===== src/rtl/u8d_pkg.sv =====
// Shared types, constants and helpers for the UTF-8 byte stream decoder.
`timescale 1ns / 1ps
`default_nettype none
package u8d_pkg;

    localparam int unsigned CP_W    = 21;
    localparam int unsigned ESC_W   = 7;
    localparam int unsigned PAY_W   = 6;
    localparam int unsigned PRE_N   = 3;
    localparam int unsigned Q_DEPTH = 2;
    localparam int unsigned Q_AW    = $clog2(Q_DEPTH);
    localparam int unsigned Q_CW    = $clog2(Q_DEPTH + 1);

    localparam logic [CP_W-1:0] ESC_BASE  = 21'h00DC80;
    localparam logic [7:0]      CONT_MASK = 8'hC0;
    localparam logic [7:0]      CONT_MARK = 8'h80;

    typedef struct packed {
        logic [1:0]                       pre_cnt;
        logic [PRE_N-1:0][ESC_W-1:0]      pre;
        logic                             has_tail;
        logic [CP_W-1:0]                  tail;
    } t_cmd;

    function automatic logic [CP_W-1:0] escape_of(input logic [ESC_W-1:0] low);
        escape_of = ESC_BASE + {{(CP_W-ESC_W){1'b0}}, low};
    endfunction

    function automatic logic [1:0] lead_len(input logic [7:0] b);
        priority if (b[7:5] == 3'b110) begin
            lead_len = 2'd1;
        end else if (b[7:4] == 4'b1110) begin
            lead_len = 2'd2;
        end else if (b[7:3] == 5'b11110) begin
            lead_len = 2'd3;
        end else begin
            lead_len = 2'd0;
        end
    endfunction

endpackage
`default_nettype wire


===== src/rtl/u8d_front.sv =====
// Front end: accepts bytes, tracks the pending sequence and builds output commands.
`timescale 1ns / 1ps
`default_nettype none
module u8d_front (
    input  wire logic              i_clk,
    input  wire logic              i_rst_n,
    input  wire logic              i_in_valid,
    output logic                   o_in_ready,
    input  wire logic [7:0]        i_data_byte,
    input  wire logic              i_end_of_stream,
    output logic                   o_push,
    output u8d_pkg::t_cmd          o_cmd,
    input  wire logic              i_q_full
);
    import u8d_pkg::*;

    logic [7:0]       r_lead;
    logic [1:0]       r_exp;
    logic [1:0]       r_rc;
    logic [PAY_W-1:0] r_store [PRE_N];

    logic [7:0]       n_lead;
    logic [1:0]       n_exp;
    logic [1:0]       n_rc;
    logic             store_we;
    logic             accept;
    logic [1:0]       len;
    logic [1:0]       rc_inc;
    t_cmd             cmd;

    assign o_in_ready = !i_q_full;
    assign accept     = i_in_valid && !i_q_full;
    assign len        = lead_len(i_data_byte);
    assign rc_inc     = r_rc + 2'd1;

    always_comb begin
        cmd      = '0;
        n_lead   = r_lead;
        n_exp    = r_exp;
        n_rc     = r_rc;
        store_we = 1'b0;
        if (i_end_of_stream) begin
            if (r_exp != 2'd0) begin
                cmd.pre_cnt = rc_inc;
                cmd.pre[0]  = r_lead[ESC_W-1:0];
                cmd.pre[1]  = {1'b0, r_store[0]};
                cmd.pre[2]  = {1'b0, r_store[1]};
                n_lead      = '0;
                n_exp       = '0;
                n_rc        = '0;
            end
        end else if ((r_exp != 2'd0) && ((i_data_byte & CONT_MASK) == CONT_MARK)) begin
            store_we = 1'b1;
            n_rc     = rc_inc;
            if (rc_inc == r_exp) begin
                cmd.has_tail = 1'b1;
                unique case (r_exp)
                    2'd1:    cmd.tail = {10'd0, r_lead[4:0], i_data_byte[5:0]};
                    2'd2:    cmd.tail = {5'd0, r_lead[3:0], r_store[0], i_data_byte[5:0]};
                    2'd3:    cmd.tail = {r_lead[2:0], r_store[0], r_store[1],
                                         i_data_byte[5:0]};
                    default: cmd.tail = '0;
                endcase
                n_lead = '0;
                n_exp  = '0;
                n_rc   = '0;
            end
        end else begin
            if (r_exp != 2'd0) begin
                cmd.pre_cnt = rc_inc;
                cmd.pre[0]  = r_lead[ESC_W-1:0];
                cmd.pre[1]  = {1'b0, r_store[0]};
                cmd.pre[2]  = {1'b0, r_store[1]};
                n_lead      = '0;
                n_exp       = '0;
                n_rc        = '0;
            end
            priority if (!i_data_byte[7]) begin
                cmd.has_tail = 1'b1;
                cmd.tail     = {13'd0, i_data_byte};
            end else if (len == 2'd0) begin
                cmd.has_tail = 1'b1;
                cmd.tail     = escape_of(i_data_byte[ESC_W-1:0]);
            end else begin
                n_lead = i_data_byte;
                n_exp  = len;
                n_rc   = '0;
            end
        end
    end

    assign o_cmd  = cmd;
    assign o_push = accept && ((cmd.pre_cnt != 2'd0) || cmd.has_tail);

    always_ff @(posedge i_clk) begin
        if (!i_rst_n) begin
            r_lead <= '0;
            r_exp  <= '0;
            r_rc   <= '0;
        end else if (accept) begin
            r_lead <= n_lead;
            r_exp  <= n_exp;
            r_rc   <= n_rc;
        end
    end

    always_ff @(posedge i_clk) begin
        if (accept && store_we && (r_rc != 2'd3)) begin
            r_store[r_rc] <= i_data_byte[PAY_W-1:0];
        end
    end

endmodule
`default_nettype wire


===== src/rtl/u8d_queue.sv =====
// Short command queue between the front and back ends.
`timescale 1ns / 1ps
`default_nettype none
module u8d_queue (
    input  wire logic              i_clk,
    input  wire logic              i_rst_n,
    input  wire logic              i_push,
    input  wire u8d_pkg::t_cmd     i_cmd,
    output logic                   o_full,
    input  wire logic              i_pop,
    output logic                   o_valid,
    output u8d_pkg::t_cmd          o_cmd
);
    import u8d_pkg::*;

    t_cmd            r_mem [Q_DEPTH];
    logic [Q_AW-1:0] r_wr;
    logic [Q_AW-1:0] r_rd;
    logic [Q_CW-1:0] r_cnt;
    logic            do_push;
    logic            do_pop;

    assign o_full  = (r_cnt == Q_CW'(Q_DEPTH));
    assign o_valid = (r_cnt != '0);
    assign o_cmd   = r_mem[r_rd];
    assign do_push = i_push && !o_full;
    assign do_pop  = i_pop && o_valid;

    always_ff @(posedge i_clk) begin
        if (!i_rst_n) begin
            r_wr  <= '0;
            r_rd  <= '0;
            r_cnt <= '0;
        end else begin
            if (do_push) begin
                r_wr <= (r_wr == Q_AW'(Q_DEPTH - 1)) ? '0 : r_wr + 1'b1;
            end
            if (do_pop) begin
                r_rd <= (r_rd == Q_AW'(Q_DEPTH - 1)) ? '0 : r_rd + 1'b1;
            end
            unique case ({do_push, do_pop})
                2'b10:   r_cnt <= r_cnt + 1'b1;
                2'b01:   r_cnt <= r_cnt - 1'b1;
                default: r_cnt <= r_cnt;
            endcase
        end
    end

    always_ff @(posedge i_clk) begin
        if (do_push) begin
            r_mem[r_wr] <= i_cmd;
        end
    end

endmodule
`default_nettype wire


===== src/rtl/u8d_back.sv =====
// Back end: expands each command into output words, one per cycle while the output is not stalled.
`timescale 1ns / 1ps
`default_nettype none
module u8d_back (
    input  wire logic              i_clk,
    input  wire logic              i_rst_n,
    input  wire logic              i_q_valid,
    input  wire u8d_pkg::t_cmd     i_cmd,
    output logic                   o_pop,
    output logic                   o_out_valid,
    input  wire logic              i_out_ready,
    output logic [20:0]            o_code_point,
    output logic                   o_last
);
    import u8d_pkg::*;

    logic [1:0]      r_idx;
    logic            r_valid;
    logic [CP_W-1:0] r_cp;
    logic            r_last;

    logic [1:0]      n_idx;
    logic            load;
    logic            final_word;
    logic [2:0]      total;
    logic [CP_W-1:0] sel_cp;

    assign load  = i_q_valid && (!r_valid || i_out_ready);
    assign total = {1'b0, i_cmd.pre_cnt} + {2'b00, i_cmd.has_tail};
    assign final_word = ({1'b0, r_idx} == (total - 3'd1));
    assign o_pop = load && final_word;
    assign n_idx = final_word ? 2'd0 : r_idx + 2'd1;

    always_comb begin
        if (r_idx < i_cmd.pre_cnt) begin
            unique case (r_idx)
                2'd0:    sel_cp = escape_of(i_cmd.pre[0]);
                2'd1:    sel_cp = escape_of(i_cmd.pre[1]);
                2'd2:    sel_cp = escape_of(i_cmd.pre[2]);
                default: sel_cp = i_cmd.tail;
            endcase
        end else begin
            sel_cp = i_cmd.tail;
        end
    end

    always_ff @(posedge i_clk) begin
        if (!i_rst_n) begin
            r_idx   <= '0;
            r_valid <= 1'b0;
        end else begin
            if (load) begin
                r_idx   <= n_idx;
                r_valid <= 1'b1;
            end else if (i_out_ready) begin
                r_valid <= 1'b0;
            end
        end
    end

    always_ff @(posedge i_clk) begin
        if (load) begin
            r_cp   <= sel_cp;
            r_last <= final_word;
        end
    end

    assign o_out_valid  = r_valid;
    assign o_code_point = r_cp;
    assign o_last       = r_last;

endmodule
`default_nettype wire


===== src/rtl/utf8_byte_stream_decoder_top.sv =====
// Top level of the UTF-8 byte stream decoder.
//
//  channel | direction | handshake                | payload
//  --------+-----------+--------------------------+------------------------------
//  in      | input     | i_in_valid / o_in_ready  | i_data_byte, i_end_of_stream
//  out     | output    | o_out_valid / i_out_ready| o_code_point, o_last
//
// One input word per cycle while the queue is not full; a byte causing no result is accepted the same way.
// An input word giving k results yields k output words, one word a cycle while the output
// is not stalled, produced by the back end expanding one queued command at a time.
// Reset clears the pending sequence, the two-entry queue and the output valid flag.
// Input stalls only while the queue is full; output stalls back up into the queue.
`timescale 1ns / 1ps
`default_nettype none
module utf8_byte_stream_decoder_top (
    input  wire logic        i_clk,
    input  wire logic        i_rst_n,
    input  wire logic        i_in_valid,
    output logic             o_in_ready,
    input  wire logic [7:0]  i_data_byte,
    input  wire logic        i_end_of_stream,
    output logic             o_out_valid,
    input  wire logic        i_out_ready,
    output logic [20:0]      o_code_point,
    output logic             o_last
);
    import u8d_pkg::*;

    t_cmd push_cmd;
    t_cmd head_cmd;
    logic push;
    logic q_full;
    logic q_valid;
    logic pop;

    u8d_front u_front (
        .i_clk           (i_clk),
        .i_rst_n         (i_rst_n),
        .i_in_valid      (i_in_valid),
        .o_in_ready      (o_in_ready),
        .i_data_byte     (i_data_byte),
        .i_end_of_stream (i_end_of_stream),
        .o_push          (push),
        .o_cmd           (push_cmd),
        .i_q_full        (q_full)
    );

    u8d_queue u_queue (
        .i_clk   (i_clk),
        .i_rst_n (i_rst_n),
        .i_push  (push),
        .i_cmd   (push_cmd),
        .o_full  (q_full),
        .i_pop   (pop),
        .o_valid (q_valid),
        .o_cmd   (head_cmd)
    );

    u8d_back u_back (
        .i_clk        (i_clk),
        .i_rst_n      (i_rst_n),
        .i_q_valid    (q_valid),
        .i_cmd        (head_cmd),
        .o_pop        (pop),
        .o_out_valid  (o_out_valid),
        .i_out_ready  (i_out_ready),
        .o_code_point (o_code_point),
        .o_last       (o_last)
    );

endmodule
`default_nettype wire

===== config.mk =====
export PLATFORM = sky130hd
export DESIGN_NAME = utf8_byte_stream_decoder_top
export DESIGN_NICKNAME = d
export VERILOG_FILES = /design/src/rtl/u8d_pkg.sv /design/src/rtl/u8d_front.sv /design/src/rtl/u8d_queue.sv /design/src/rtl/u8d_back.sv /design/src/rtl/utf8_byte_stream_decoder_top.sv
export SDC_FILE = /design/constraint.sdc
export NUM_CORES = 1
export LEC_CHECK = 0
export BUFFER_PORTS_ARGS = -buffer_cell sky130_fd_sc_hd__buf_2
export CAP_MARGIN = 20
export CORE_AREA = 2 2 126 152
export DETAILED_ROUTE_END_ITERATION = 10
export DIE_AREA = 0 0 128 154
export PLACE_DENSITY = 0.57
export SETUP_SLACK_MARGIN = 0.1
export SLEW_MARGIN = 20
export SYNTH_ARGS = -nofsm -noshare
export SYNTH_HDL_FRONTEND = slang
export SYNTH_HIERARCHICAL = 1
export SYNTH_SLANG_ARGS = --single-unit

===== constraint.sdc =====
create_clock -name i_clk -period 4.5 [get_ports i_clk]
set_input_delay 0.45 -clock i_clk [delete_from_list [all_inputs] [get_ports i_clk]]
set_output_delay 0.45 -clock i_clk [all_outputs]
set_load 0.01 [all_outputs]

# After elaboration in Yosys (flattened, before gate mapping)
# Memories as Yosys holds them, arrays and structs flattened. A register that Yosys moved wholly into a read port is not among the register bits.
# Index checks and enable logic that the tools add are counted.
# classes
n_reduce_logical,21
addsub,12
n_lt_le_gt_ge,1
muxes,46
n_eq_ne,16
# op_table
operator,count
$pmux W21 S3,2
$mux W22,5
$mux W23,3
$add A16 B7 Y17 const A,4
$mux W8,6
$mux W2,16
$mux W21,1
$eq A2 B2 Y1 const B,6
$mux W1,12
$reduce_bool A2 Y1,5
$logic_and A1 B1 Y1,9
$add A2 B1 Y2 const B,3
$eq A2 B1 Y1 const B,3
$eq A5 B5 Y1 const B,1
$eq A4 B4 Y1 const B,1
$logic_not A2 Y1,2
$pmux W2 S2,1
$add A2 B1 Y3,1
$eq A2 B3 Y1,1
$eq A3 B3 Y1 const B,1
$ne A3 B3 Y1 const B,1
$sub A3 B1 Y3 const B,1
$add A1 B1 Y1 const B,2
$eq A2 B2 Y1,1
other kinds (6),8
# word_totals
out_inout_bits,24
mem_count,2
reg_bits,41
ram_bits,108
input_bits,13
# memory_table
memory,words,word_bits,read_ports,rd_ports_with_merged_regs,wr,line_no,text
u_queue.r_mem,2,45,1,1,1,u8d_queue.sv:16,t_cmd r_mem [Q_DEPTH];
u_front.r_store,3,6,2,0,1,u8d_front.sv:20,logic [PAY_W-1:0] r_store [PRE_N];

# Depth between registers and ports, before layout
# logic_depth
word_depth,14
mapped_depth,14

# Modules after synthesis
# The synthesis kept the hierarchy.
# by_module_without_submodules
mod,area_each_um2,n_inst,cells_each,seq_area_each_um2
u8d_queue,3473.3,1,166,2802.7
u8d_front,1579.0,1,163,580.6
u8d_back,1218.7,1,90,720.7

# Worst setup path after synthesis
# OpenSTA, ideal clock, no wires.
# synth_timing
path_type,register to register
startpoint,reg u_front.r_rc[0]
endpoint,mem u_queue/r_mem[0][0] in the netlist's numbering (enable)
path_slack_ns,1.277
synth_period_minus_slack_ns,3.223
path_buffers,0
stages_incl_launch_ff,10
arrival_time_ns,2.824
required_time_ns,4.101
setup_time_ns,0.399
cell_sequence,dfxtp_1 > inv_1 > ha_1 > xor2_2 > nor2_1 > o21ai_1 > a21oi_1 > inv_1 > or3_1 > inv_1
# synth_between
elab_chain_cells,10
word_cells_on_any_way,14
cone_classes,add/sub (1); eq/ne (1); mux (8); reduce/logical (4)
# synth_lines
item,line_no,text
"start, declared",u8d_front.sv:19,logic [1:0] r_rc;
"start signal, assigned",u8d_front.sv:103,r_rc <= n_rc;
$add A2 B1 Y2 (*),u8d_front.sv:34,assign rc_inc = r_rc + 2'd1;
$eq A2 B2 Y1 / $mux W23 (equally long branches),"u8d_front.sv:55, u8d_front.sv:43, u8d_front.sv:69",
$mux W22 / $mux W23 (equally long branches),"u8d_front.sv:55, u8d_front.sv:52",
$mux W22 / $mux W23 (equally long branches),"u8d_front.sv:52, u8d_front.sv:42",
$mux W22 / $reduce_bool A2 Y1 (equally long branches),"u8d_front.sv:42, u8d_front.sv:93",
$logic_or A1 B1 Y1 (*),u8d_front.sv:93,assign o_push = accept && ((cmd.pre_cnt != 2'd0) || cmd.has_tail);
$logic_and A1 B1 Y1 (*),u8d_front.sv:93,
via push,utf8_byte_stream_decoder_top.sv:31,logic push;
$logic_and A1 B1 Y1 (*),u8d_queue.sv:26,assign do_push = i_push && !o_full;
$mux W1 (*),u8d_queue.sv:50,if (do_push) begin
$mux W1 (not written as such) (*),u8d_queue.sv:51,r_mem[r_wr] <= i_cmd;
"end, declared",u8d_queue.sv:16,
# Mark *: on every way through the listed nets, which the timed path passes. The rest lies on a longest branch.

# Worst setup path after layout
# layout_timing
startpoint,reg u_front.r_rc[0]
endpoint,mem u_queue/r_mem[0][30] in the netlist's numbering (enable)
# The elaborated chain is that of the path after synthesis.

==> run metrics <==
Slowest-stage cell, CP buf_4; grt total ovfl 0; Clock Tree Root clkbuf_16; Max Buffers Root-to-Sink 2; total track usage 12.69%; Mapped Avg Cell Area 14.97 um2; Setup CP Type flop to flop; post-cts gate resize count 0; area delta synth->final 15.64%; min-delay src i_data_byte[0]; first-pass GRT wire length 18990 um; die area 0.01971 mm2; Final HPWL DP 8237 um; prevailing post-synth register cell edfxtp_1; number of H-tree levels 4; WHS 0.2827 ns; Leakage 2.593 nW; final worst path period need 3.180 ns; DRC 0; Slew HR 54.45%; die width 128 um; ANT nets after route 0; Worst setup SP type flop; most frequent CP cell inv_1; vias per cell 4.862; Placement Rows 54; Final setup viols 0; reg2reg start u_front/r_rc[0]; TritonCTS clock tree built; Seq/Total Area, Yosys 65.44%; Yosys top cell by area edfxtp_1; vias in the first global route 3620; clk slew on worst S/H paths 0.06 ns; status finished clean; layout net count 488; Syn Inst Count 419; worst-margin pin slew 0.6823 ns; yosys warns 6; Max Fclk 0.3145 GHz; share of post-route cells with drive strength above 1 29.77%; # IOs 37; CP Capture Type flop; fin. max-slew vios 0; drt first pass iters 6; worst hold path type primary input to flop; beginning of the critical path u_front/r_rc[0]; Fin. Hold Viols 0; critical path cell sequence inv_1 -> ha_1 -> xor2_2 -> nor2_1 -> o21ai_1 -> a21oi_1 -> inv_1 -> or3_1 -> inv_1 -> buf_4; Setup TNS 0 ns; total number of vias 3408; largest net degree at the start of global routing 46; chip height 154 um; crit-path max FO 45; Ant. Diodes 0; IO buf count 36; initial DRC count 233; gp weighted congestion 0.8156; RSZ-0062 raised after global routing no; clock network latency to the later pin of the worst-skew pair 0.40 ns; Initial Utilization 34.63%; Clock Sinks 143; largest cells by area after synthesis edfxtp_1 (59%), mux2_2 (8.8%), dfxtp_1 (6.1%); number of hold buffers added after CTS 0; Layout Utilization 40.05%; Synth Cell Area 0.006271 mm2; number of flops mapped to enable cells by yosys 124; Distinct cells, synth 63; number of CTS-inserted buffers 17; drt total wl 11780 um; Yosys reg bits 143; Core ar. 0.01811 mm2; Worst IR Drop VDD 0.2226 mV; ratio of final minimum period to clock period 70.66%; Req. time, crit path 4.53 ns; Pwr Density 425.3 mW/mm2; Worst EP arrival 3.21 ns; WL/cell 16.80 um; asr flop ratio synth 0%; fill count 1695; max incr delay on CP 0.49 ns; Post-CTS Setup Bufs 0; share of the synthesized area in the top cell type 59.38%; Max Cap Viol 0; Worst Skew 0.008628 ns; initial antenna violation count 0
[kinds of logic after synthesis]
| logic type | Yosys count | share of synthesized area [%] |
|---|---|---|
| mux | 62 | 10.97 |
| fa+ha+maj | 11 | 2.195 |
| xor+xnor | 7 | 1.217 |
| flops | 143 | 65.44 |
| simple gates | 105 | 10.18 |
| other cells | 1 | 0.05980 |
| compound gates | 52 | 6.724 |
| buf+inv | 38 | 3.212 |
[flip-flops by register name, indices dropped and copies added (netlist names), named ones only]
| signal | cells |
|---|---|
| u_queue/r_mem | 90 |
| u_back/o_code_point | 21 |
| u_front/r_store | 12 |
| u_front/r_lead | 7 |
| u_back/r_idx | 2 |
| u_front/r_exp | 2 |
| u_front/r_rc | 2 |
| u_queue/r_cnt | 2 |
| u_back/o_last | 1 |
| u_back/o_out_valid | 1 |
| u_queue/r_rd | 1 |
| u_queue/r_wr | 1 |
[worst max-delay path, delay by kind of cell (launching register included)]
kind | cells | cell delay, ns
AO/OA/AOI/OAI | 2 | 0.41
AND/OR/NAND/NOR | 2 | 0.58
buffers and inverters | 4 | 0.74
flip-flops | 1 | 0.46
XOR/XNOR | 1 | 0.21
adder cells (fa/ha/maj) | 1 | 0.37
[stage by stage]
stage	instance area (um2)	setup WS [ns]	instances	power (mW)
after floorplan	6275	1.277	420	1.685
after global placement	6649	1.457	668	1.755
after detailed placement	6649	1.331	668	1.762
after CTS	7237	1.319	700	3.121
after global routing	7252	1.129	701	3.204
final	7252	1.320	701	3.084
[routing by layer]
metal,vias up,track usage (%),part of all wire (%)
met3,10,2.818,3.6
li1,1658,-,-
met4,0,4.186,1.2
met1,1678,14.46,41
met2,62,23.33,54
met5,-,0,0
[cells in the mapped netlist (2+ instances only)]
| cell type | n |
|---|---|
| a21boi_1 | 3 |
| a21oi_1 | 8 |
| a222oi_1 | 7 |
| a22o_1 | 5 |
| a22oi_1 | 4 |
| a31oi_1 | 2 |
| a32o_1 | 2 |
| and2_1 | 37 |
| and3_1 | 2 |
| buf_2 | 5 |
| buf_4 | 3 |
| buf_6 | 4 |
| clkbuf_1 | 3 |
| dfxtp_1 | 19 |
| edfxtp_1 | 124 |
| ha_1 | 11 |
| inv_1 | 20 |
| inv_2 | 2 |
| mux2_1 | 5 |
| mux2_2 | 49 |
| mux2i_1 | 8 |
| nand2_1 | 16 |
| nand2b_1 | 2 |
| nand3_1 | 2 |
| nand4_1 | 3 |
| nor2_1 | 7 |
| nor2b_1 | 11 |
| nor3_1 | 3 |
| o21a_1 | 2 |
| o21ai_0 | 4 |
| o21ai_1 | 2 |
| o22ai_1 | 2 |
| or2_1 | 3 |
| or2_2 | 4 |
| or3_1 | 2 |
| or4_1 | 2 |
| xnor2_1 | 5 |
[worst paths after layout]
check	endpoint	slack, ns	cells after the start
setup / recovery	u_queue/r_mem[0][30]	1.32	10
hold / removal	u_front/r_store[1][0]	0.28	1
setup reg to reg	u_queue/r_mem[0][30]	1.32	10
hold reg to reg	u_front/r_lead[6]	0.47	1
[report_power, final]
group / leakage [nW] / internal [mW] / switching (mW)
combinational: 1.03 / 0.0841 / 0.129
clock: 0.282 / 0.827 / 0.528
sequential: 1.28 / 1.50 / 0.0175
[layout make-up]
cell class | count | area, um2 | share of cell area, %
clock inverter | 14 | 158.9 | 2.191
sequential | 143 | 4105 | 56.61
inverter | 22 | 82.58 | 1.139
timing repair buffer | 41 | 221.5 | 3.054
tap | 224 | 280.3 | 3.865
multi-input combinational | 239 | 1974 | 27.23
clock buffer | 18 | 429.2 | 5.918
[cell usage in the layout, fill, tap and decap left out, drive strengths merged, types with 7 or more instances in the layout]
cell type / Yosys / final
a21oi: 8 / 8
clkbuf: 3 / 18
edfxtp: 124 / 124
dfxtp: 19 / 19
nor2b: 11 / 11
ha: 11 / 11
nor2: 7 / 7
a222oi: 7 / 7
buf: 13 / 41
or2: 7 / 7
nand2: 16 / 16
and2: 37 / 37
inv: 22 / 26
mux2: 54 / 54
mux2i: 8 / 8
No activity file was read; power rests on OpenSTA's default activity.
